`src/hw/rtl/assert_macros.svh`:
```
// Assertion macros shared by the chunked body decoder modules.
// No dependencies; define SYNTH to compile the checks away.
`ifndef ASSERT_MACROS_SVH
`define ASSERT_MACROS_SVH

`ifndef SYNTH
// Property must hold at every clock edge outside reset
`define HCBD_ASSERT(lbl, clk, rstn, prop) \
    lbl: assert property (@(posedge clk) disable iff (!rstn) prop) \
        else $error("%m: assertion failed");
// Expression must never be true outside reset
`define HCBD_NEVER(lbl, clk, rstn, expr) \
    lbl: assert property (@(posedge clk) disable iff (!rstn) !(expr)) \
        else $error("%m: forbidden condition seen");
`else
`define HCBD_ASSERT(lbl, clk, rstn, prop)
`define HCBD_NEVER(lbl, clk, rstn, expr)
`endif

`endif

```
`src/hw/rtl/hcbd_pkg.sv`:
```
// Types and constants for the chunked body decoder.
// No dependencies; imported by every module of the block.
package hcbd_pkg;

    localparam int unsigned SizeW   = 32;
    localparam int unsigned StatusW = 2;

    // Result status codes
    localparam logic [StatusW-1:0] ST_RUN  = 2'd0;
    localparam logic [StatusW-1:0] ST_DONE = 2'd1;
    localparam logic [StatusW-1:0] ST_ERR  = 2'd2;

    // Configuration register indexes
    localparam logic [1:0] REG_MAX_PAYLOAD = 2'd0;
    localparam logic [1:0] REG_COLLECT     = 2'd1;

    // Framing characters
    localparam logic [7:0] CHR_CR   = 8'h0d;
    localparam logic [7:0] CHR_LF   = 8'h0a;
    localparam logic [7:0] CHR_SEMI = 8'h3b;

    // Decoded properties of one body byte
    typedef struct packed {
        logic       is_hex;
        logic [3:0] hex_val;
        logic       is_cr;
        logic       is_lf;
        logic       is_semi;
        logic       bad_ext;
    } byte_class_t;

    // One result beat
    typedef struct packed {
        logic [StatusW-1:0] status;
        logic               data_valid;
        logic [7:0]         data_byte;
    } result_t;

endpackage

```
`src/hw/rtl/hcbd_classify.sv`:
```
// Byte classifier: hex digit value, framing characters, illegal extension bytes.
// Depends on hcbd_pkg.
module hcbd_classify
    import hcbd_pkg::*;
(
    input  logic [7:0]  byte_in,
    output byte_class_t cls
);

    always_comb
    begin
        // Decode hex digits
        cls.is_hex  = 1'b1;
        cls.hex_val = 4'd0;
        case (byte_in) inside
            [8'h30:8'h39]: cls.hex_val = byte_in[3:0];
            [8'h61:8'h66],
            [8'h41:8'h46]: cls.hex_val = 4'(byte_in[3:0] + 4'd9);
            default:       cls.is_hex = 1'b0;
        endcase

        // Flag control, high, space and separator bytes in an extension
        case (byte_in) inside
            8'h28, 8'h29, 8'h3c, 8'h3e, 8'h40, 8'h2c, 8'h3b, 8'h3a,
            8'h5c, 8'h22, 8'h2f, 8'h5b, 8'h5d, 8'h3f, 8'h3d, 8'h7b,
            8'h7d, 8'h20, 8'h7f,
            [8'h00:8'h1f],
            [8'h80:8'hff]: cls.bad_ext = 1'b1;
            default:       cls.bad_ext = 1'b0;
        endcase

        cls.is_cr   = (byte_in == CHR_CR);
        cls.is_lf   = (byte_in == CHR_LF);
        cls.is_semi = (byte_in == CHR_SEMI);
    end

endmodule

```
`src/hw/rtl/hcbd_step.sv`:
```
// Chunk framing state machine: size parse, extension, data count, budget check.
// Depends on hcbd_pkg and assert_macros.svh.
`include "assert_macros.svh"
module hcbd_step
    import hcbd_pkg::*;
#(
    parameter int unsigned MAX_SIZE_DIGITS = 16
)
(
    input  logic              clk,
    input  logic              rst_n,
    input  logic              step_en,
    input  logic [7:0]        byte_in,
    input  byte_class_t       cls,
    input  logic [SizeW-1:0]  max_payload,
    input  logic              collect_payload,
    output result_t           res
);

    localparam int unsigned CntW = $clog2(MAX_SIZE_DIGITS + 1);
    localparam logic [CntW-1:0] CntMax = CntW'(MAX_SIZE_DIGITS);

    typedef enum logic [3:0] {
        PH_FIRST   = 4'd0,
        PH_DIGITS  = 4'd1,
        PH_EXT     = 4'd2,
        PH_SIZE_LF = 4'd3,
        PH_DATA    = 4'd4,
        PH_DATA_CR = 4'd5,
        PH_DATA_LF = 4'd6,
        PH_LAST_CR = 4'd10,
        PH_LAST_LF = 4'd11
    } phase_t;

    phase_t             phase_reg,         phase_next;
    logic [CntW-1:0]    digit_count_reg,   digit_count_next;
    logic [SizeW-1:0]   size_accum_reg,    size_accum_next;
    logic               size_ovf_reg,      size_ovf_next;
    logic [SizeW-1:0]   bytes_left_reg,    bytes_left_next;
    logic [SizeW-1:0]   payload_total_reg, payload_total_next;
    logic [StatusW-1:0] final_status_reg,  final_status_next;

    logic [SizeW-1:0]   room;
    logic               err;
    logic               dvalid;

    // Remaining budget, clamped at zero
    assign room = (max_payload > payload_total_reg) ? (max_payload - payload_total_reg)
                                                    : '0;

    // Next state for one byte
    always_comb
    begin
        phase_next         = phase_reg;
        digit_count_next   = digit_count_reg;
        size_accum_next    = size_accum_reg;
        size_ovf_next      = size_ovf_reg;
        bytes_left_next    = bytes_left_reg;
        payload_total_next = payload_total_reg;
        final_status_next  = final_status_reg;
        err                = 1'b0;
        dvalid             = 1'b0;
        if (final_status_reg == ST_RUN)
        begin
            case (phase_reg)
                PH_FIRST:
                begin
                    if (cls.is_hex)
                    begin
                        size_accum_next  = SizeW'(cls.hex_val);
                        size_ovf_next    = 1'b0;
                        digit_count_next = CntW'(1);
                        phase_next       = PH_DIGITS;
                    end
                    else
                        err = 1'b1;
                end
                PH_DIGITS:
                begin
                    if (cls.is_hex)
                    begin
                        if (digit_count_reg < CntMax)
                        begin
                            if (size_accum_reg[SizeW-1 -: 4] != 4'd0)
                                size_ovf_next = 1'b1;
                            size_accum_next  = {size_accum_reg[SizeW-5:0], cls.hex_val};
                            digit_count_next = digit_count_reg + CntW'(1);
                        end
                        else
                            err = 1'b1;
                    end
                    else if (cls.is_semi)
                        phase_next = PH_EXT;
                    else if (cls.is_cr)
                        phase_next = PH_SIZE_LF;
                    else
                        err = 1'b1;
                end
                PH_EXT:
                begin
                    if (cls.is_cr)
                        phase_next = PH_SIZE_LF;
                    else if (cls.bad_ext)
                        err = 1'b1;
                end
                PH_SIZE_LF:
                begin
                    if (cls.is_lf && !size_ovf_reg)
                    begin
                        if (size_accum_reg > room)
                            err = 1'b1;
                        else if (size_accum_reg != '0)
                        begin
                            bytes_left_next = size_accum_reg;
                            phase_next      = PH_DATA;
                        end
                        else
                            phase_next = PH_LAST_CR;
                    end
                    else
                        err = 1'b1;
                end
                PH_DATA:
                begin
                    if (collect_payload)
                    begin
                        dvalid             = 1'b1;
                        payload_total_next = payload_total_reg + SizeW'(1);
                    end
                    bytes_left_next = bytes_left_reg - SizeW'(1);
                    if (bytes_left_reg == SizeW'(1))
                        phase_next = PH_DATA_CR;
                end
                PH_DATA_CR:
                begin
                    if (cls.is_cr)
                        phase_next = PH_DATA_LF;
                    else
                        err = 1'b1;
                end
                PH_DATA_LF:
                begin
                    if (cls.is_lf)
                        phase_next = PH_FIRST;
                    else
                        err = 1'b1;
                end
                PH_LAST_CR:
                begin
                    if (cls.is_cr)
                        phase_next = PH_LAST_LF;
                    else
                        err = 1'b1;
                end
                PH_LAST_LF:
                begin
                    if (cls.is_lf)
                        final_status_next = ST_DONE;
                    else
                        err = 1'b1;
                end
                default:
                    err = 1'b1;
            endcase
            if (err)
            begin
                final_status_next = ST_ERR;
                dvalid            = 1'b0;
            end
        end
    end

    // Result of the current byte
    assign res.status     = final_status_next;
    assign res.data_valid = dvalid;
    assign res.data_byte  = dvalid ? byte_in : 8'd0;

    // Hold parse state, advance once per processed byte
    always_ff @(posedge clk or negedge rst_n)
    begin
        if (!rst_n)
        begin
            phase_reg         <= PH_FIRST;
            digit_count_reg   <= '0;
            size_accum_reg    <= '0;
            size_ovf_reg      <= 1'b0;
            bytes_left_reg    <= '0;
            payload_total_reg <= '0;
            final_status_reg  <= ST_RUN;
        end
        else if (step_en)
        begin
            phase_reg         <= phase_next;
            digit_count_reg   <= digit_count_next;
            size_accum_reg    <= size_accum_next;
            size_ovf_reg      <= size_ovf_next;
            bytes_left_reg    <= bytes_left_next;
            payload_total_reg <= payload_total_next;
            final_status_reg  <= final_status_next;
        end
    end

    // Completion and error never revert
    `HCBD_ASSERT(a_status_sticky, clk, rst_n,
                 final_status_reg != ST_RUN |=> $stable(final_status_reg))
    // Data phase always has bytes still owed
    `HCBD_NEVER(a_data_nonzero, clk, rst_n,
                phase_reg == PH_DATA && final_status_reg == ST_RUN && bytes_left_reg == '0)
    // Digit counter stays within the size limit
    `HCBD_NEVER(a_digit_limit, clk, rst_n, digit_count_reg > CntMax)

endmodule

```
`src/hw/rtl/http_chunked_body_decoder.sv`:
```
// HTTP/1.1 chunked body decoder: one body byte in, one status beat out.
// Input channel: in_valid / in_stall with in_byte. Output channel: out_valid /
// out_stall with status, data_valid and data_byte. Every accepted byte gives
// exactly one output beat, in order.
// A byte passes through the input register, then the framing logic into the
// result register, before it is offered on the output.
// Throughput: one byte per cycle while out_stall is low; the framing state machine
// updates the parse state for each byte, so back-to-back bytes wait only on out_stall.
// When out_stall is held, the result register holds its beat, the input
// register fills and then in_stall rises until the output drains.
// status is 0 while more bytes are needed, 1 once the terminating chunk and
// its CRLF are seen, 2 on a framing, size or budget error; 1 and 2 stay until
// reset. data_valid marks payload bytes when collection is enabled.
// Configuration: cfg_we with cfg_index 0 writes max_payload, index 1 writes
// collect_payload (bit 0); write only while no byte is in flight.
// Reset (rst_n low, asynchronous) empties both registers, restarts parsing at
// the first size digit, and sets max_payload to all ones and collection on.
// Depends on hcbd_pkg, hcbd_classify, hcbd_step and assert_macros.svh.
`include "assert_macros.svh"
module http_chunked_body_decoder
    import hcbd_pkg::*;
#(
    parameter int unsigned MAX_SIZE_DIGITS = 16
)
(
    input  logic               clk,
    input  logic               rst_n,
    input  logic               in_valid,
    output logic               in_stall,
    input  logic [7:0]         in_byte,
    output logic               out_valid,
    input  logic               out_stall,
    output logic [StatusW-1:0] status,
    output logic               data_valid,
    output logic [7:0]         data_byte,
    input  logic               cfg_we,
    input  logic [1:0]         cfg_index,
    input  logic [SizeW-1:0]   cfg_data
);

    logic              in_q_valid_reg;
    logic [7:0]        in_q_byte_reg;
    logic              out_valid_reg;
    result_t           out_reg;
    logic [SizeW-1:0]  max_payload_reg;
    logic              collect_reg;
    logic              advance;
    logic              in_take;
    byte_class_t       cls;
    result_t           res;

    // Move the held byte forward when the result register is free
    assign advance  = in_q_valid_reg && (!out_valid_reg || !out_stall);
    assign in_stall = in_q_valid_reg && !advance;
    assign in_take  = in_valid && !in_stall;

    // Configuration registers
    always_ff @(posedge clk or negedge rst_n)
    begin
        if (!rst_n)
        begin
            max_payload_reg <= '1;
            collect_reg     <= 1'b1;
        end
        else if (cfg_we)
        begin
            case (cfg_index)
                REG_MAX_PAYLOAD: max_payload_reg <= cfg_data;
                REG_COLLECT:     collect_reg     <= cfg_data[0];
                default:         ;
            endcase
        end
    end

    // Input register
    always_ff @(posedge clk or negedge rst_n)
    begin
        if (!rst_n)
            in_q_valid_reg <= 1'b0;
        else if (in_take)
            in_q_valid_reg <= 1'b1;
        else if (advance)
            in_q_valid_reg <= 1'b0;
    end

    always_ff @(posedge clk)
    begin
        if (in_take)
            in_q_byte_reg <= in_byte;
    end

    hcbd_classify u_classify (
        .byte_in (in_q_byte_reg),
        .cls     (cls)
    );

    hcbd_step #(
        .MAX_SIZE_DIGITS (MAX_SIZE_DIGITS)
    ) u_step (
        .clk             (clk),
        .rst_n           (rst_n),
        .step_en         (advance),
        .byte_in         (in_q_byte_reg),
        .cls             (cls),
        .max_payload     (max_payload_reg),
        .collect_payload (collect_reg),
        .res             (res)
    );

    // Result register
    always_ff @(posedge clk or negedge rst_n)
    begin
        if (!rst_n)
            out_valid_reg <= 1'b0;
        else if (advance)
            out_valid_reg <= 1'b1;
        else if (!out_stall)
            out_valid_reg <= 1'b0;
    end

    always_ff @(posedge clk)
    begin
        if (advance)
            out_reg <= res;
    end

    assign out_valid  = out_valid_reg;
    assign status     = out_reg.status;
    assign data_valid = out_reg.data_valid;
    assign data_byte  = out_reg.data_byte;

    // Payload beats only come while the body is still running
    `HCBD_NEVER(a_data_while_run, clk, rst_n,
                out_valid_reg && out_reg.data_valid && out_reg.status != ST_RUN)
    // Input backpressure only when a byte is held and cannot move
    `HCBD_ASSERT(a_stall_cause, clk, rst_n,
                 in_stall |-> in_q_valid_reg && out_valid_reg && out_stall)

endmodule

```
`config.mk`:
```
export PLATFORM = sky130hd
export DESIGN_NAME = http_chunked_body_decoder
export DESIGN_NICKNAME = d
export VERILOG_FILES = /design/src/hw/rtl/hcbd_pkg.sv /design/src/hw/rtl/hcbd_classify.sv /design/src/hw/rtl/hcbd_step.sv /design/src/hw/rtl/http_chunked_body_decoder.sv
export VERILOG_INCLUDE_DIRS = /design/src /design/src/hw/rtl
export SDC_FILE = /design/constraint.sdc
export NUM_CORES = 1
export LEC_CHECK = 0
export ABC_AREA = 1
export BUFFER_PORTS_ARGS = -buffer_cell sky130_fd_sc_hd__buf_2
export CAP_MARGIN = 30
export CORE_MARGIN = 2
export CORE_UTILIZATION = 45
export CTS_BUF_LIST = sky130_fd_sc_hd__clkbuf_16
export DETAILED_ROUTE_END_ITERATION = 7
export PLACE_DENSITY = 0.64
export SKIP_CTS_REPAIR_TIMING = 1
export SYNTH_ARGS = -nofsm -noshare
export SYNTH_HDL_FRONTEND = slang
export SYNTH_SLANG_ARGS = --single-unit
```
`constraint.sdc`:
```
create_clock -name clk -period 8.7 [get_ports clk]
set_clock_uncertainty 0.2 [all_clocks]
set_input_delay 0.87 -clock clk [delete_from_list [all_inputs] [get_ports clk]]
set_output_delay 0.87 -clock clk [all_outputs]
set_load 0.01 [all_outputs]
```
# Word-level counts from Yosys, hierarchy flattened
# Index checks and enable logic that the tools add are counted.
# Widths: inputs -> output; s select.
# word_totals
input_bits	47
register_bits	162
output_inout_bits	13
word_cells	171
# classes
reduce_logical	35
n_mux	59
eq_ne	44
magnitude_cmp	13
n_addsub	5
# ops
cell	count
$mux 32	7
$pmux 32 s2	2
$eq 8x6->1 const B	12
$gt 32x32->1	2
$eq 8x7->1 const B	7
$mux 4	13
$add 32x1->32 const B	1
$eq 32x1->1 const B	1
$pmux 4 s8	1
$reduce_bool 32->1	1
$sub 32x1->32 const B	1
$sub 32x32->32	1
$mux 1	26
$reduce_or 21->1	1
$eq 8x4->1 const B	2
$ge 8x7->1 const B	2
$le 8x7->1 const B	2
$mux 5	3
$ne 2x1->1 const B	7
$eq 4x3->1 const B	3
$ne 2x2->1 const B	6
$reduce_and 6->1	2
$reduce_and 11->1	1
$pmux 5 s2	1
28 further kinds	51

# Depth between registers and ports, before layout
# Gate-level depths: netlist of the first run.
# depth
ltp_word	10
ltp_mapped	36
ltp_nobuf	34

# By module
# From an unflattened synthesis of the first run, not the netlist that was laid out.
# hier_totals
hier_cells	1583
hier_area_um2	11471.0
# by_module_without_submodules
module	instances	cells_per_inst	area_each_um2	seq_area_each_um2
hcbd_step	1	1319	9019.9	2702.6
http_chunked_body_decoder	1	178	2038.2	1487.7
hcbd_classify	1	86	412.9	0.0

# Worst setup path after synthesis of the first run
# No wires, ideal clock.
# synth_timing
kind	register to register
from	register max_payload_reg[0]
to	register u_step.bytes_left_reg[15]
t_arrival_ns	3.523
period_less_slack_ns	3.842
stages_incl_launch_ff	33
required_ns	8.381
slack_ns	4.858
n_path_buf	3
setup_time_ns	0.119
cell_sequence	dfstp_2 > inv_1 > ha_1 > inv_1 > fa_1 > nand2_1 > o21ai_2 > nand2_1 > nand2_1 > nand2_1 > nand2_1 > nand2_1 > nand2_1 > nand2_1 > nand2_1 > nand2_2 > buf_2 > a21oi_1 > o21ai_1 > ha_1 > nand2_1 > nor2_1 > nand4_1 > nor2_1 > nand2_1 > nand2_1 > nand2_1 > nand2_1 > nand2_1 > buf_2 > buf_2 > nand4_1 > nand2_1
# synth_via
elab_chain_len	5
elab_cells_between_ends	6
classes_between	1 x add/sub; 2 x order compare; 1 x eq/ne; 1 x mux; 1 x reduce/logical
# synth_lines
item	line	rtl
from (decl)	http_chunked_body_decoder.sv:45	logic [SizeW-1:0] max_payload_reg;
from (signal assigned)	http_chunked_body_decoder.sv:68	REG_MAX_PAYLOAD: max_payload_reg <= cfg_data;
$sub 32x32->32 / $gt 32x32->1 (equally long branches)	hcbd_step.sv:48	assign room = (max_payload > payload_total_reg) ? (max_payload - payload_total_reg)
$mux 32 *	hcbd_step.sv:48	
$gt 32x32->1 *	hcbd_step.sv:110	if (size_accum_reg > room)
$ne 2x2->1 (no source line) *	--	
$reduce_and 6->1 (no source line) *	--	
to (signal assigned)	hcbd_step.sv:197	bytes_left_reg <= bytes_left_next;
to (decl)	hcbd_step.sv:39	logic [SizeW-1:0] bytes_left_reg, bytes_left_next;
# Every way passes the cells marked *; elsewhere a longest branch is shown, timed or not.
# A chain may end at the register's enable or synchronous reset.

# Worst setup path in the final report of the first run
# layout_timing
from	register max_payload_reg[0]
to	register u_step.bytes_left_reg[8]
# The elaborated chain is that of the path after synthesis.

==> metrics.txt, run 1 <==
outcome=complete, no violations; Avg Synthesized Cell Area=7.35 um^2; DRT antenna net count=0; Net Sw Power=0.594 mW; crit path kind=reg -> reg; Yosys reg bits=162; synth top area cells=dfrtp_1, nand2_1, ha_1; Max clock buf depth=2; DR vias/cell=roughly 5.3; setup TNS=0 ps; final setup vio count=0; first-pass GRT wire length=50000 um; Worst setup EP type=flip-flop; Antenna Diode Count=0; clk_lat worst skew=430 ps; Cells after DPL=1926; grt total ovfl=0; combinational power share=0.184; clock network power share=0.397; Starting Density=0.457; Max Cap Violations=0; Area growth syn-to-layout=11.1%; Final HPWL DP=23800 um; Nets=1735; Most used DFF post-synth=dfrtp_1; P per Cell Area=159 nW/um^2; die height=~160 um; clock sinks=around 160; R2R cell count=33; Pint=1.44 mW; Mapped Area=11500 um^2; final design utilization=0.508; worst slew pin tran=1050 ps; Fill cells=~2500; Rows=a little under 60; Die ar.=roughly 27000 um^2; cts bufs inserted=17; crit path DAT=5430 ps; GP Congestion=roughly 0.9; commonest non-fill, non-tap cell in the layout=nand2_1; Synth Net Count=between 1500 and 2000; Slowest cell on crit path=nand2_1; Worst Hold Margin=246 ps; TritonCTS clock tree=done; Critical Path Fanout Max=38; layout cell share with drive strength beyond 1=0.133; most frequent cells in the layout=nand2_1, inv_1, nor2_1; clk root buf=clkbuf_16; most used cell along the critical path=nand2_1; largest net degree at the start of global routing=90; Post-Route WL=roughly 31000 um; worst r2r src=max_payload_reg[0]; H-tree levels=4; CP max stage delay=about 630 ps; relative slew slack=0.299; IO Count=60; Net Sw Frac=0.292; initial antenna violation count=0; Die W=between 150 and 200 um; core region area=25100 um^2; share of the synthesized area in the top cell type=0.240; worst vdd ir=~0.00013 V; minimum clock period=5320 ps; Seq pwr share=0.419; cells after synthesis=1563; residual DRC count=0; unrepaired setup endpoints after global routing=no; Pleak=6.26 nW; CP Data Required Time=8810 ps; DR WL/cell=~16 um; FFs w/ async S/R, synth=0.883; register area share after synthesis=0.365; fin crit share=0.611; cell taking the most area after synthesis=dfrtp_1; Via Count=10500; Layout Cells excl Fill=1958; I/O Buffers=59; final hold violations=0; HP Class=in -> async; EDFF count, synth=19; DRT iter0 DRCs=789; Final Max Slew Viols=0; vias in the first global route=between 9000 and 10000; drt first pass iters=8; Clock transition at path regs=70 ps; total track usage=0.236; YS warnings=0; Fmax=188 MHz; r2r endpoint=u_step.bytes_left_reg[8]; post-synth cell types=between 40 and 50; Worst R2R Setup Slack=3380 ps; Critical Path Source Type=flip-flop
cell families after synthesis:
kind of cell    synth area share
simple gates               0.297
compound gates             0.114
buf+inv                   0.0795
flops                      0.365
fa+ha+maj                 0.0802
xor+xnor                  0.0328
mux                       0.0314
how the worst max path moves through the flow:
stage / from / end / slack, ps / cells past startpoint
after global routing: max_payload_reg[0] / u_step.bytes_left_reg[12] / 2860 / 33
after floorplan: max_payload_reg[0] / u_step.bytes_left_reg[15] / 4860 / 32
final: max_payload_reg[0] / u_step.bytes_left_reg[8] / 3380 / 33
after global placement: max_payload_reg[0] / u_step.bytes_left_reg[29] / 3680 / 33
after detailed placement: max_payload_reg[0] / u_step.bytes_left_reg[8] / 3450 / 33
after CTS: max_payload_reg[0] / u_step.bytes_left_reg[8] / 3420 / 33
critical path, delay by kind of cell, from the launching register on:
family,cells,cell delay (ps)
compound gates,2,400
fa+ha+maj,3,710
buf+inv,5,820
flops,1,530
simple gates,23,2540
stage by stage:
step	worst slack, ps	power [mW]	instance area, um^2
CTS	3420	2.05	12800
detailed placement	3450	1.24	12100
global placement	3680	1.24	12100
finish	3380	2.03	12800
global route	2860	2.13	12800
floorplan	4860	1.12	11500
layout make-up:
cell class	instances	area (um^2)	area share
Inverter	201	754	0.0592
Clock buffer	17	425	0.0334
Clock inverter	15	191	0.0150
Tap cell	330	413	0.0324
Sequential cell	162	4190	0.329
Multi-Input combinational cell	1166	6400	0.502
Timing Repair Buffer	67	382	0.0299
routing by layer:
metal	GRT usage	share of wire
met1	0.341	0.48
met2	0.370	0.45
met3	0.0379	0.058
met4	0.0590	0.012
met5	0	0
cells in the mapped netlist (all sizes together), types with 2 or more instances:
master	number
a21boi	4
a21o	6
a21oi	82
a22oi	3
a31oi	9
and3	2
buf	22
clkbuf	12
dfrtp	110
dfstp	33
edfxtp	19
ha	72
inv	201
mux2	32
nand2	382
nand3	104
nand3b	2
nand4	52
nor2	188
nor3	33
nor4	10
o211ai	2
o21ai	87
o21bai	6
o22ai	32
or2	10
xnor2	7
xor2	36
power groups by stage:
stage / clock (mW) / sequential [mW] / combinational (mW)
2_1_floorplan: 0 / 0.856 / 0.262
3_3_place_gp: 0 / 0.867 / 0.369
3_5_place_dp: 0 / 0.867 / 0.368
4_1_cts: 0.821 / 0.854 / 0.371
5_1_grt: 0.848 / 0.857 / 0.420
6_report: 0.807 / 0.852 / 0.373
No activity file was read; power rests on OpenSTA's default activity.
==> inputs of run 2 (changes only) <==
PLACE_DENSITY = 0.66   (was 0.64)
clock period = 4.4 ns   (was 8.7 ns; I/O delays follow)
==> metrics.txt, run 2 (synthesis gave the netlist of run 1 again) <==
Total Power=4.07 mW (+100%); worst vdd ir=0.000210 V (+67%); DRT iter0 DRCs=935 (+19%); Fill cells=2451 (-3.2%); GP Congestion=0.952 (+6.1%); clk_lat worst skew=440 ps (about the same); largest net degree at the start of global routing=81 (-10%); relative slew slack=0.381 (+0.0826); final setup vio count=0 (unchanged); drt first pass iters=8 (unchanged); DR WL/cell=16.0 um (+2.4%); Max Cap Violations=0 (unchanged); Critical Path Source Type=flip-flop; Final Max Slew Viols=0 (unchanged); IO Count=60 (unchanged); final hold violations=0 (unchanged); CP Data Required Time=4530 ps (-4280 ps); commonest non-fill, non-tap cell in the layout=nand2_1; Antenna Diode Count=0 (unchanged); CP max stage delay=540 ps (-90 ps); multi-input logic area=6530 um^2 (+2.2%); Worst setup EP type=flip-flop; most used cell along the critical path=nand2_2; initial antenna violation count=0 (unchanged); minimum clock period=4180 ps (-1140 ps); Die W=164 um (unchanged); fin crit share=0.949 (+0.338); Area growth syn-to-layout=16.2%; layout cell share with drive strength beyond 1=0.172 (+0.0384); crit path DAT=4310 ps (-1120 ps); die height=164 um (unchanged); H-tree levels=4 (unchanged); I/O Buffers=59 (unchanged); Critical Path Fanout Max=6 (-84%); total track usage=0.236 (about the same); clock sinks=162 (unchanged); most frequent cells in the layout=nand2_1, inv_1, nor2_1; Starting Density=0.457 (unchanged); vias in the first global route=9889 (+0.44%); Clock transition at path regs=70 ps (about the same); DR vias/cell=5.41 (+1.1%); residual DRC count=0 (unchanged); Final HPWL DP=24100 um (+1.3%); cts bufs inserted=17 (unchanged); register area=4190 um^2 (unchanged); grt total ovfl=0 (unchanged); Post-Route WL=32000 um (+4.7%); first-pass GRT wire length=50100 um (about the same); DRT antenna net count=0 (unchanged); P per Cell Area=305 nW/um^2 (+91%); Pleak=6.53 nW (+4.3%); Cells after DPL=1947 (+1.1%); Via Count=10800 (+3.3%); outcome=complete, no violations; core region area=25100 um^2 (unchanged); Max clock buf depth=2 (unchanged); crit path kind=reg -> reg; Rows=58 (unchanged); Nets=1779 (+2.5%); Layout Cells excl Fill=2002 (+2.2%); TritonCTS clock tree=done; Die ar.=26800 um^2 (unchanged); Slowest cell on crit path=dfstp_2; clk root buf=clkbuf_16; Fmax=239 MHz (+27%); HP Class=in -> reg; worst slew pin tran=921 ps (-128 ps)
## run 2: cell count changes in the layout (fill, tap and decap cells not counted), sizes merged
cell and change:
inv +2, clkinvlp +1, dlygate4sd3 +9, bufinv -2
clkbuf +4, clkinv -1, buf +31
## run 2: area by class of cell
| type | instances | share of cell area |
|---|---|---|
| inverters | 201 | 0.0567 |
| flip-flops and latches | 162 | 0.314 |
| multi-input cells | 1166 | 0.490 |
| clock buffers | 17 | 0.0319 |
| clock inverters | 15 | 0.0129 |
| repair buffers | 111 | 0.0640 |
| well taps | 330 | 0.0309 |
## run 2: path summary, 6_finish.rpt
check,startpoint,end,slack (ps),depth (start not counted)
worst max-delay path,max_payload_reg[0],u_step.bytes_left_reg[27],220,32
worst min-delay path,in_valid,in_q_valid_reg,20,3
worst max register to register,max_payload_reg[0],u_step.bytes_left_reg[27],220,32
worst min register to register,in_q_valid_reg,out_valid,280,2
max in group asynchronous,rst_n,max_payload_reg[19],2680,3
min in group asynchronous,rst_n,u_step.final_status_reg[1],390,2
## run 2: metal layers
metal  vias up  part of all wire  wire length, um  GRT usage
met5         -                 0                0          0
met4         0             0.022              689     0.0674
met3        53             0.062             2000     0.0455
met2       331              0.45            14500      0.370
met1      5028              0.46            14900      0.333
li1       5412                 -                -          -
## run 2: worst max-delay path: cells and delay by family (launching register included)
kind                       cells  cell delay, ps
AOI/OAI and AO/OA              5             650
adders and majority gates      3             720
buffers and inverters          4             430
DFF                            1             540
and+or+nand+nor               20            1520
## run 2: stage by stage
| step | hold slack [ps] | setup TNS [ps] | cell area, um^2 | utilization | setup slack (ps) |
|---|---|---|---|---|---|
| final | 22.6 | 0 | 13300 | 0.532 | 224 |
| after global routing | 22.3 | -2280 | 13300 | 0.532 | -85.2 |
| after CTS | -134 | 0 | 12900 | 0.514 | 31.6 |
| after detailed placement | 271 | 0 | 12300 | 0.490 | 76.0 |
| after global placement | 258 | 0 | 12300 | 0.490 | 190 |
| after floorplan | -55.6 | 0 | 11500 | - | 558 |
## run 2: power by group
part,total [mW],internal (mW),switching [mW]
logic,0.827,0.320,0.507
registers,1.69,1.63,0.0549
clock network,1.55,0.854,0.700
==> inputs of run 3 (changes only) <==
SYNTH_HIERARCHICAL = 1   (was default)
==> metrics.txt, run 3 <==
Final HPWL DP=24000 um (-0.19%); DR vias/cell=5.31 (-1.8%); Area growth syn-to-layout=15.0%; Critical Path Source Type=flip-flop; Starting Density=0.457 (about the same); FFs w/ async S/R, synth=0.883 (unchanged); Mapped Area=11500 um^2 (about the same); Critical Path Fanout Max=7 (+1); grt total ovfl=0 (unchanged); Max Cap Violations=0 (unchanged); crit path DAT=4340 ps (+30 ps); IO Count=60 (unchanged); top-count cell post-synth=nand2_1; vias in the first global route=9961 (+0.73%); final design utilization=0.525 (-0.00618); Post-Synth Simple-Gate Area=0.307 (+0.00978); Hold Path Stages=3 (unchanged); Compound-Gate Fraction of Synth Area=0.117 (+0.00327); die height=164 um (about the same); synth top area cells=dfrtp_1, nand2_1, ha_1; residual DRC count=0 (unchanged); post-synth cell types=48 (+2.1%); adder-cell share of the synthesized area=0.0814 (+0.00117); P per Cell Area=295 nW/um^2 (-3.1%); HP Class=in -> reg; DRT iter0 DRCs=932 (-0.32%); clk_lat worst skew=440 ps (about the same); DR WL/cell=16.0 um (about the same); YS warnings=6 (+6); I/O Buffers=59 (unchanged); clk root buf=clkbuf_16; worst vdd ir=0.000226 V (+7.9%); CP max stage delay=390 ps (-150 ps); clock sinks=162 (unchanged); drt first pass iters=7 (-1); Post-Route WL=32300 um (+0.93%); Pleak=6.67 nW (+2.1%); EDFF count, synth=19 (unchanged); post-synthesis mux area share=0 (-0.0314); GP Congestion=0.969 (+1.8%); Die W=164 um (about the same); finished layout cell area=13200 um^2 (-1.2%); setup TNS=0 ps (unchanged); outcome=complete, no violations; Clock transition at path regs=70 ps (about the same); TritonCTS clock tree=done; Max clock buf depth=2 (unchanged); CP Data Required Time=4540 ps (about the same); Synth Net Count=1704 (+1.2%); Final Max Slew Viols=0 (unchanged); R2R cell count=21 (-34%); multi-input logic area=6310 um^2 (-3.5%); Yosys reg bits=162 (unchanged); crit path kind=reg -> reg; largest net degree at the start of global routing=103 (+27%); Layout Cells excl Fill=2020 (+0.90%); Fill cells=2508 (+2.3%); most used cell along the critical path=a21oi_1; Cells after DPL=1966 (+0.98%); final setup vio count=0 (unchanged); unrepaired setup endpoints after global routing=yes; Rows=58 (unchanged); cells after synthesis=1583 (+1.3%); placed cell area=12200 um^2 (-0.70%); largest family of logic cells by synthesized area=simple AND/OR/NAND/NOR gates; fin crit share=0.954 (+0.00490); total track usage=0.242 (+0.00608); commonest non-fill, non-tap cell in the layout=nand2_1; Slowest cell on crit path=dfrtp_1; Worst setup EP type=flip-flop; Total Power=3.89 mW (-4.3%); worst slew pin tran=966 ps (+45.2 ps); Critical Path, Cell by Cell=inv_1 -> ha_1 -> a21oi_1 -> o21ai_2 -> a21boi_1 -> buf_4 -> nand3b_1 -> nand3b_1 -> or2_2 -> nand3_2 -> ha_1 -> a21oi_1 -> nor2_1 -> nor2_1 -> nand3_1 -> a21oi_1 -> nand2_1 -> nand3_2 -> nand3_4 -> clkbuf_16 -> o21ai_0; minimum clock period=4200 ps (+21.5 ps); register area=4190 um^2 (unchanged); core region area=25100 um^2 (unchanged); Via Count=10700 (-0.94%); synth cell count leaders=nand2_1, inv_1, nor2_1; register area share after synthesis=0.365 (about the same); DRT antenna net count=0 (unchanged); Antenna Diode Count=0 (unchanged); layout cell share with drive strength beyond 1=0.147 (-0.0249); xor and xnor area share after synthesis=0.0366 (+0.00385); Avg Synthesized Cell Area=7.25 um^2 (-1.4%); Die ar.=26800 um^2 (about the same); first-pass GRT wire length=51000 um (+1.8%); initial antenna violation count=0 (unchanged); final hold violations=0 (unchanged); H-tree levels=4 (unchanged); most frequent cells in the layout=nand2_1, inv_1, nor2_1; cell taking the most area after synthesis=dfrtp_1; Most used DFF post-synth=dfrtp_1; Nets=1799 (+1.1%); relative slew slack=0.351 (-0.0305); share of the synthesized area in the top cell type=0.240 (about the same); Fmax=238 MHz (-0.51%); cts bufs inserted=17 (unchanged)
[run 3: area by class of cell]
cell class                      count  area share
Sequential cell                   162       0.318
Inverter                          221      0.0633
Multi-Input combinational cell   1163       0.478
Timing Repair Buffer              113      0.0679
Clock buffer                       18      0.0341
Clock inverter                     13     0.00768
Tap cell                          330      0.0313
[run 3: cells by family (layout without fill, tap and decap cells)]
logic type               count (synthesis)  in the layout
buffers and inverters                  258            365
flip-flops                             162            162
AO/OA/AOI/OAI                          243            243
AND/OR/NAND/NOR                        798            798
XOR/XNOR                                48             48
adder cells (fa/ha/maj)                 74             74
[run 3: layer usage]
| layer | share of wire | up-vias | global-route usage |
|---|---|---|---|
| met1 | 0.48 | 4927 | 0.352 |
| met5 | 0 | - | 0 |
| met4 | 0.024 | 0 | 0.0726 |
| met2 | 0.43 | 374 | 0.370 |
| met3 | 0.069 | 54 | 0.0404 |
| li1 | - | 5367 | - |
[run 3: final timing paths]
kind	endpoint	from	slack, ps
max	u_step/bytes_left_reg[5]	u_step/payload_total_reg[2]	200
min	max_payload_reg[20]	cfg_data[20]	8
max reg2reg	u_step/bytes_left_reg[5]	u_step/payload_total_reg[2]	200
min reg2reg	collect_reg	collect_reg	260
max in group asynchronous	u_step/bytes_left_reg[6]	rst_n	2670
min in group asynchronous	u_step/payload_total_reg[30]	rst_n	290
[run 3: metrics by stage]
step	hold WS, ps	worst slack (ps)
CTS	-40.0	177
global placement	252	257
global route	5.50	-59.0
detailed placement	252	168
floorplan	-55.6	576
finish	8.38	202
[run 3: worst max-delay path: cells and delay by family (launching register included)]
kind / cells / cell delay, ps
AND/OR/NAND/NOR: 10 / 1310
adder cells (fa/ha/maj): 2 / 530
AO/OA/AOI/OAI: 6 / 1060
buffers and inverters: 3 / 610
flip-flops: 1 / 390
[run 3: where the power goes]
part           switching [mW]  internal [mW]
logic                   0.487          0.311
clock network           0.678          0.762
registers              0.0464           1.61
